--- config.mk ---
export PLATFORM = sky130hd
export DESIGN_NAME = camera_block_frame_parser
export DESIGN_NICKNAME = d
export VERILOG_FILES = /design/src/design/cbfp_pkg.sv /design/src/design/cbfp_csr.sv /design/src/design/cbfp_core.sv /design/src/design/cbfp_out_buf.sv /design/src/design/camera_block_frame_parser.sv
export SDC_FILE = /design/constraint.sdc
export NUM_CORES = 1
export LEC_CHECK = 0
export BUFFER_PORTS_ARGS = -buffer_cell sky130_fd_sc_hd__buf_2
export CORE_MARGIN = 3
export CORE_UTILIZATION = 54
export CTS_CLUSTER_SIZE = 20
export DETAILED_ROUTE_END_ITERATION = 6
export PLACE_DENSITY = 0.74
export SYNTH_ARGS = -nofsm -noshare
export SYNTH_HDL_FRONTEND = slang
export SYNTH_SLANG_ARGS = --single-unit
--- constraint.sdc ---
create_clock -name clock -period 13.75 [get_ports clock]
set_input_delay 0.6875 -clock clock [delete_from_list [all_inputs] [get_ports clock]]
set_output_delay 0.6875 -clock clock [all_outputs]
set_load 0.02 [all_outputs]
--- src/design/cbfp_pkg.sv ---
// Shared types and constants of the camera block frame parser.
`timescale 1ns / 1ps

package cbfp_pkg;

   localparam logic [15:0] NO_WORD     = 16'hFFFF;
   localparam logic [9:0]  ARRAY_LIMIT = 10'd1000;
   localparam logic [2:0]  BASE_FIELDS = 3'd5;

   localparam logic [15:0] RESET_START_WORD    = 16'd43605;
   localparam logic [15:0] RESET_START_WORD_CC = 16'd43606;
   localparam logic [9:0]  RESET_MAX_BLOCKS    = 10'd100;
   localparam logic [7:0]  RESET_HUNT_LIMIT    = 8'd30;

   localparam logic [1:0] REG_START_WORD    = 2'd0;
   localparam logic [1:0] REG_START_WORD_CC = 2'd1;
   localparam logic [1:0] REG_MAX_BLOCKS    = 2'd2;
   localparam logic [1:0] REG_HUNT_LIMIT    = 2'd3;

   localparam logic [1:0] KIND_BLOCK     = 2'd0;
   localparam logic [1:0] KIND_FRAME_END = 2'd1;
   localparam logic [1:0] KIND_NO_START  = 2'd2;
   localparam logic [1:0] KIND_NO_DATA   = 2'd3;

   typedef struct packed {
      logic [15:0] start_word;
      logic [15:0] start_word_cc;
      logic [9:0]  max_blocks;
      logic [7:0]  hunt_limit;
   } cfg_type;

   typedef struct packed {
      logic [1:0]         kind;
      logic [15:0]        signature;
      logic [15:0]        pos_x;
      logic [15:0]        pos_y;
      logic [15:0]        box_width;
      logic [15:0]        box_height;
      logic signed [15:0] angle;
      logic               sum_ok;
      logic               is_color_code;
      logic [9:0]         good_count;
   } result_type;

endpackage

--- src/design/cbfp_csr.sv ---
// Configuration register file with an APB-style access port.
`timescale 1ns / 1ps

module cbfp_csr
   import cbfp_pkg::*;
(
   input  logic        clock,
   input  logic        reset,
   input  logic        psel,
   input  logic        penable,
   input  logic        pwrite,
   input  logic [3:0]  paddr,
   input  logic [31:0] pwdata,
   output logic [31:0] prdata,
   output logic        pready,
   output cfg_type     cfg
);

   cfg_type cfg_ff;
   logic    write_en;

   assign pready   = 1'b1;
   assign write_en = psel && penable && pwrite && pready;
   assign cfg      = cfg_ff;

   always_ff @(posedge clock) begin
      if (reset) begin
         cfg_ff.start_word    <= RESET_START_WORD;
         cfg_ff.start_word_cc <= RESET_START_WORD_CC;
         cfg_ff.max_blocks    <= RESET_MAX_BLOCKS;
         cfg_ff.hunt_limit    <= RESET_HUNT_LIMIT;
      end else if (write_en) begin
         unique case (paddr[3:2])
            REG_START_WORD:    cfg_ff.start_word    <= pwdata[15:0];
            REG_START_WORD_CC: cfg_ff.start_word_cc <= pwdata[15:0];
            REG_MAX_BLOCKS:    cfg_ff.max_blocks    <= pwdata[9:0];
            REG_HUNT_LIMIT:    cfg_ff.hunt_limit    <= pwdata[7:0];
            default: ;
         endcase
      end
   end

   always_comb begin
      unique case (paddr[3:2])
         REG_START_WORD:    prdata = {16'd0, cfg_ff.start_word};
         REG_START_WORD_CC: prdata = {16'd0, cfg_ff.start_word_cc};
         REG_MAX_BLOCKS:    prdata = {22'd0, cfg_ff.max_blocks};
         REG_HUNT_LIMIT:    prdata = {24'd0, cfg_ff.hunt_limit};
         default:           prdata = 32'd0;
      endcase
   end

endmodule

--- src/design/cbfp_core.sv ---
// Input word register and the frame parsing state machine.
`timescale 1ns / 1ps

module cbfp_core
   import cbfp_pkg::*;
(
   input  logic       clock,
   input  logic       reset,
   input  cfg_type    cfg,
   input  logic       in_valid,
   input  logic [15:0] in_word,
   output logic       in_ready,
   input  logic       res_space,
   output logic       res_valid,
   output result_type res_data
);

   typedef enum logic [1:0] {PH_HUNT, PH_CSUM, PH_FIELDS, PH_SYNC} phase_type;

   logic        in_valid_ff;
   logic [15:0] in_word_ff;

   phase_type   phase_ff, phase_in;
   logic [15:0] previous_word_ff, previous_word_in;
   logic [7:0]  hunt_count_ff, hunt_count_in;
   logic        cc_mode_ff, cc_mode_in;
   logic [2:0]  field_index_ff, field_index_in;
   logic [15:0] running_sum_ff, running_sum_in;
   logic [15:0] expected_sum_ff, expected_sum_in;
   logic [9:0]  block_count_ff, block_count_in;
   logic [15:0] field_store_ff [BASE_FIELDS];

   logic        advance;
   logic        emit;
   logic        store_en;
   logic [9:0]  limit;
   logic        is_start;
   logic        is_start_cc;
   logic        cc_of_word;
   logic [15:0] sum_next;
   logic [7:0]  hunt_next;
   logic [2:0]  need;
   logic        ok;
   logic [15:0] w;

   assign advance  = in_valid_ff && res_space;
   assign in_ready = !in_valid_ff || res_space;
   assign w        = in_word_ff;

   assign limit       = (cfg.max_blocks > ARRAY_LIMIT) ? ARRAY_LIMIT : cfg.max_blocks;
   assign is_start    = (w == cfg.start_word);
   assign is_start_cc = (w == cfg.start_word_cc);
   assign cc_of_word  = !is_start;
   assign sum_next    = running_sum_ff + w;
   assign hunt_next   = hunt_count_ff + 8'd1;
   assign need        = BASE_FIELDS + {2'd0, cc_mode_ff};
   assign ok          = (sum_next == expected_sum_ff);

   always_comb begin
      phase_in         = phase_ff;
      previous_word_in = previous_word_ff;
      hunt_count_in    = hunt_count_ff;
      cc_mode_in       = cc_mode_ff;
      field_index_in   = field_index_ff;
      running_sum_in   = running_sum_ff;
      expected_sum_in  = expected_sum_ff;
      block_count_in   = block_count_ff;
      store_en         = 1'b0;
      emit             = 1'b0;
      res_data         = '0;

      unique case (phase_ff)
         PH_CSUM: begin
            if (block_count_ff >= limit || (!is_start && !is_start_cc && w == 16'd0)) begin
               emit                = 1'b1;
               res_data.kind       = KIND_FRAME_END;
               res_data.good_count = block_count_ff;
               phase_in            = PH_HUNT;
               previous_word_in    = NO_WORD;
               hunt_count_in       = 8'd0;
            end else if (is_start || is_start_cc) begin
               emit                = 1'b1;
               res_data.kind       = KIND_FRAME_END;
               res_data.good_count = block_count_ff;
               cc_mode_in          = cc_of_word;
               block_count_in      = 10'd0;
            end else begin
               expected_sum_in = w;
               running_sum_in  = 16'd0;
               field_index_in  = 3'd0;
               phase_in        = PH_FIELDS;
            end
         end
         PH_FIELDS: begin
            running_sum_in = sum_next;
            store_en       = (field_index_ff < BASE_FIELDS);
            field_index_in = field_index_ff + 3'd1;
            if (field_index_in >= need) begin
               if (ok && block_count_ff < ARRAY_LIMIT) begin
                  block_count_in = block_count_ff + 10'd1;
               end
               emit                   = 1'b1;
               res_data.kind          = KIND_BLOCK;
               res_data.signature     = field_store_ff[0];
               res_data.pos_x         = field_store_ff[1];
               res_data.pos_y         = field_store_ff[2];
               res_data.box_width     = field_store_ff[3];
               res_data.box_height    = cc_mode_ff ? field_store_ff[4] : w;
               res_data.angle         = cc_mode_ff ? w : 16'sd0;
               res_data.sum_ok        = ok;
               res_data.is_color_code = cc_mode_ff;
               res_data.good_count    = block_count_in;
               field_index_in         = 3'd0;
               phase_in               = PH_SYNC;
            end
         end
         PH_SYNC: begin
            if (is_start || is_start_cc) begin
               cc_mode_in = cc_of_word;
            end
            if ((is_start || is_start_cc) && block_count_ff < limit) begin
               phase_in = PH_CSUM;
            end else begin
               emit                = 1'b1;
               res_data.kind       = KIND_FRAME_END;
               res_data.good_count = block_count_ff;
               phase_in            = PH_HUNT;
               previous_word_in    = NO_WORD;
               hunt_count_in       = 8'd0;
            end
         end
         default: begin
            hunt_count_in = hunt_next;
            if (w == 16'd0 && previous_word_ff == 16'd0) begin
               emit             = 1'b1;
               res_data.kind    = KIND_NO_DATA;
               previous_word_in = NO_WORD;
               hunt_count_in    = 8'd0;
            end else if (previous_word_ff == cfg.start_word && (is_start || is_start_cc)) begin
               cc_mode_in     = cc_of_word;
               block_count_in = 10'd0;
               phase_in       = PH_CSUM;
            end else if (hunt_next >= cfg.hunt_limit) begin
               emit             = 1'b1;
               res_data.kind    = KIND_NO_START;
               previous_word_in = NO_WORD;
               hunt_count_in    = 8'd0;
            end else begin
               previous_word_in = w;
            end
         end
      endcase
   end

   assign res_valid = advance && emit;

   always_ff @(posedge clock) begin
      if (in_ready) begin
         in_word_ff <= in_word;
      end
      if (advance) begin
         expected_sum_ff <= expected_sum_in;
         running_sum_ff  <= running_sum_in;
         if (store_en) begin
            field_store_ff[field_index_ff] <= w;
         end
      end
      if (reset) begin
         in_valid_ff      <= 1'b0;
         phase_ff         <= PH_HUNT;
         previous_word_ff <= NO_WORD;
         hunt_count_ff    <= 8'd0;
         cc_mode_ff       <= 1'b0;
         field_index_ff   <= 3'd0;
         block_count_ff   <= 10'd0;
      end else begin
         if (in_ready) begin
            in_valid_ff <= in_valid;
         end
         if (advance) begin
            phase_ff         <= phase_in;
            previous_word_ff <= previous_word_in;
            hunt_count_ff    <= hunt_count_in;
            cc_mode_ff       <= cc_mode_in;
            field_index_ff   <= field_index_in;
            block_count_ff   <= block_count_in;
         end
      end
   end

endmodule

--- src/design/cbfp_out_buf.sv ---
// Two-entry result buffer that decouples the parser from the result channel.
`timescale 1ns / 1ps

module cbfp_out_buf
   import cbfp_pkg::*;
(
   input  logic       clock,
   input  logic       reset,
   input  logic       push,
   input  result_type push_data,
   output logic       space,
   output logic       out_valid,
   input  logic       out_ready,
   output result_type out_data
);

   result_type entry_ff [2];
   logic       wr_ptr_ff;
   logic       rd_ptr_ff;
   logic [1:0] count_ff;
   logic       pop;

   assign space     = (count_ff != 2'd2);
   assign out_valid = (count_ff != 2'd0);
   assign pop       = out_valid && out_ready;
   assign out_data  = entry_ff[rd_ptr_ff];

   always_ff @(posedge clock) begin
      if (push) begin
         entry_ff[wr_ptr_ff] <= push_data;
      end
      if (reset) begin
         wr_ptr_ff <= 1'b0;
         rd_ptr_ff <= 1'b0;
         count_ff  <= 2'd0;
      end else begin
         if (push) begin
            wr_ptr_ff <= !wr_ptr_ff;
         end
         if (pop) begin
            rd_ptr_ff <= !rd_ptr_ff;
         end
         count_ff <= count_ff + {1'b0, push} - {1'b0, pop};
      end
   end

endmodule

--- src/design/camera_block_frame_parser.sv ---
// Top level of the camera block frame parser.
// Each word is registered at the input; its result then goes to the result buffer.
// Throughput: one word per cycle while the result buffer has space.
// A two-entry result buffer absorbs result stalls; once it is full every word waits.
// Reset (synchronous, active high) restores the registers to their defaults,
// empties the pipeline and puts the parser back into the hunt for a start pair.
`timescale 1ns / 1ps

module camera_block_frame_parser
   import cbfp_pkg::*;
(
   input  logic         clock,
   input  logic         reset,
   input  logic         req_tvalid,
   output logic         req_tready,
   input  logic [15:0]  req_tdata,   // word
   output logic         rsp_tvalid,
   input  logic         rsp_tready,
   // signature, pos_x, pos_y, box_width, box_height, angle, sum_ok, good_count
   output logic [111:0] rsp_tdata,
   output logic [2:0]   rsp_tuser,   // kind, is_color_code
   input  logic         csr_psel,
   input  logic         csr_penable,
   input  logic         csr_pwrite,
   input  logic [3:0]   csr_paddr,
   input  logic [31:0]  csr_pwdata,
   output logic [31:0]  csr_prdata,
   output logic         csr_pready
);

   cfg_type    cfg;
   logic       res_space;
   logic       res_valid;
   result_type res_data;
   result_type out_data;

   cbfp_csr u_csr (
      .clock   (clock),
      .reset   (reset),
      .psel    (csr_psel),
      .penable (csr_penable),
      .pwrite  (csr_pwrite),
      .paddr   (csr_paddr),
      .pwdata  (csr_pwdata),
      .prdata  (csr_prdata),
      .pready  (csr_pready),
      .cfg     (cfg)
   );

   cbfp_core u_core (
      .clock     (clock),
      .reset     (reset),
      .cfg       (cfg),
      .in_valid  (req_tvalid),
      .in_word   (req_tdata),
      .in_ready  (req_tready),
      .res_space (res_space),
      .res_valid (res_valid),
      .res_data  (res_data)
   );

   cbfp_out_buf u_out_buf (
      .clock     (clock),
      .reset     (reset),
      .push      (res_valid),
      .push_data (res_data),
      .space     (res_space),
      .out_valid (rsp_tvalid),
      .out_ready (rsp_tready),
      .out_data  (out_data)
   );

   assign rsp_tdata = {5'd0, out_data.good_count, out_data.sum_ok, out_data.angle,
                       out_data.box_height, out_data.box_width, out_data.pos_y,
                       out_data.pos_x, out_data.signature};
   assign rsp_tuser = {out_data.is_color_code, out_data.kind};

endmodule
==> flow_summary.ini <==
[status]
status = complete, no violations

[timing]
relSlewSlack_pct = 17.35
drv_slew = 0
rsz0062_at_grt = no
period_needed_ns = 5.603
setup_slack_ns = 8.147
finalCritPeriodShare_pct = 40.75
finalHoldViolCount = 0
tightestPinTransition_ns = 1.240
tns_ns = 0
hold_slack_ns = 0.3126
max_freq_ghz = 0.1785
setup-violations-final = 0
finClkSkew_ns = 0.02133

[clocking]
cts_max_path_buffers = 3
insertion_delay_ns = 0.57
cts_tree = yes
clock-sinks = 444
numCtsBuffers = 46
cts_setup_buffers = 0
clockRootBuffer = clkbuf_16
hold_buffers = 0
cts_resized = 0
path_clk_slew_ns = 0.06
htree_levels = 2

[route]
wl_per_cell_um = 21.27
wirelength_um = 47200
vias = 12962
firstDrtPassIters = 5
initialDrtViolationCount = 1142
drt_drc_violations_left = 0
postRouteAntennaNets = 0
via_per_inst = 5.841

[floorplanning]
core_area_um2 = 36000
start_util_pct = 55.50
dieArea_um2 = 39340
die_height_um = 198.4
die_x_um = 198.4
io-pin-count = 209
row_count = 69

[synth]
synth-main-ff-cell = edfxtp_1
ys_seq_area_share_pct = 61.92
yosys_register_bits = 444
synth_top_area_share_pct = 52.30
synth.most_common_cell = edfxtp_1
syn_inst = 1565
syn-cell-area_um2 = 19980
yosysTopAreaCell = edfxtp_1
async_flop_share_pct = 0
synth.distinct_cells = 73
ys_warn_count = 0
synth-edff-count = 348
ys_top_cells_by_area = edfxtp_1 52%, dfxtp_1 9.6%, mux2_2 6.3%
synth_commonest_cells = 348 x edfxtp_1, 135 x nand2_1, 111 x mux2_2
syn_avg_cell_area_um2 = 12.77

[final_layout]
diodes = 0
area_growth_pct = 13.06
final_util_pct = 62.74
ff_latch_area_um2 = 12380
nets = 1830
drive_gt1_share_pct = 22.58
multiInputGateArea_um2 = 7138
fillers = 2749

[hold_path]
hold_class = in -> reg

[worst_setup_path]
cp-endpoint = u_out_buf.entry_ff[0][62]
start_kind = flop
worstSetupPathType = reg -> reg
r2r-end = u_out_buf.entry_ff[0][62]
critPathTopFamily = simple AND/OR/NAND/NOR gates
path_cells = xnor2_1 -> nand4_1 -> nor4_1 -> or2_2 -> nor3b_1 -> a221oi_2 -> o31ai_1 -> nor2_4 -> buf_4 -> buf_4
rrSetupSlack_ns = 8.15
slowest_delay_ns = 1.00
crit_start = u_core.in_word_ff[6]
cp.arrival_ns = 5.78
crit_top_cell = buf_4
r2r-start = u_core.in_word_ff[6]
cp.required_ns = 13.93
crit_fanout = 65
cp_num_cells = 10
crit_path_end_kind = flop
ff2ff_path_depth = 10
crit_buf_inv = 2
crit_path_top_delay_cell = edfxtp_1

[global_routing]
grt-ovfl-total = 0
grt_max_degree = 80
grt_pass1_wl_um = 71610
grt_antenna_before_repair = 1
track_usage_pct = 23.60
first_global_vias = 12502

[place]
place_hpwl_um = 29940
place.gp.congestion = 0.8661
pre_cts_ws_ns = 8.250
io_buffers = 168

[pwr]
ir_drop_v = 0.0001109
power_density_nw_per_um2 = 127.4
leakagePower_uw = 0.007688

[flow_run]
cap_violations = 0
[layer usage]
metal,vias to the layer above,track usage (%),share of wire [%]
met5,-,0,0.028
met3,88,4.101,7.0
met1,6361,33.38,44
li1,6040,-,-
met4,2,7.864,3.0
met2,471,37.44,46
[layout make-up]
class / count / share of cell area [%]
inverter: 32 / 0.5318
clock inverter: 20 / 0.7090
sequential: 444 / 54.79
timing repair buffer: 191 / 4.487
clock buffer: 60 / 5.329
tap: 461 / 2.554
multi-input combinational: 1011 / 31.60
[through the flow]
| step | instance area, um2 | total power, uW | std cells |
|---|---|---|---|
| 6_report | 22590 | 2877 | 2219 |
| 3_5_place_dp | 21220 | 1765 | 2139 |
| 3_3_place_gp | 21220 | 1762 | 2139 |
| 5_1_grt | 22590 | 2971 | 2219 |
| 4_1_cts | 22590 | 2894 | 2219 |
| 2_1_floorplan | 20050 | 1685 | 1585 |
[worst min-delay path by stage]
stage                              from                    end  slack, ns  cells after the start
final                      req_tdata[2]   u_core.in_word_ff[2]       0.31                      1
after global routing      req_tdata[15]  u_core.in_word_ff[15]       0.29                      1
after CTS                  req_tdata[1]   u_core.in_word_ff[1]       0.29                      1
after detailed placement  u_csr.cfg[26]          u_csr.cfg[26]       0.48                      2
after global placement    u_csr.cfg[15]          u_csr.cfg[15]       0.46                      2
after floorplan           u_csr.cfg[15]          u_csr.cfg[15]       0.45                      2
[power breakdown]
| part | switching [uW] | total (uW) | internal (uW) |
|---|---|---|---|
| clock | 501 | 1140 | 637 |
| sequential | 41.2 | 1490 | 1450 |
| combinational | 145 | 247 | 103 |
| total | 687 | 2880 | 2190 |
[flip-flops by register name (all words and copies together) (netlist names), 2 cells and up, named ones only]
| name | count |
|---|---|
| u_out_buf.count_ff | 2 |
| u_out_buf.entry_ff | 220 |
| u_core.field_store_ff | 80 |
| u_core.in_word_ff | 16 |
| u_core.block_count_ff | 10 |
| u_core.hunt_count_ff | 8 |
| u_core.previous_word_ff | 16 |
| u_core.expected_sum_ff | 16 |
| u_core.field_index_ff | 3 |
| u_core.running_sum_ff | 16 |
| u_csr.cfg | 50 |
[logic make-up after synthesis]
kind of cell	after synthesis	synth area share (%)
buffers and inverters	130	2.943
xor gates and xnor gates	83	3.914
other	2	0.03759
and+or+nand+nor	527	13.44
muxes	155	8.968
adders and majority gates	45	2.856
DFF	444	61.92
AOI/OAI and AO/OA	179	5.918
[cell usage in the layout (no fill, tap or decap), drive strengths merged, types with 5 or more instances in the layout]
cell and n:
a211oi 8, a21o 8, a21oi 55, a22oi 5, a31oi 5, and2 80, and3 28, buf 191
clkbuf 60, clkinv 18, conb 22, dfxtp 96, edfxtp 348, ha 44, inv 32, mux2 112
mux2i 35, mux4 8, nand2 135, nand2b 8, nand3 49, nand4 24, nor2 96, nor2b 8
nor3 34, nor3b 7, nor4 14, o211ai 15, o21ai 40, or2 15, or3 7, or4 16
xnor2 69, xor2 10
Power figures use the tool's default switching activity.
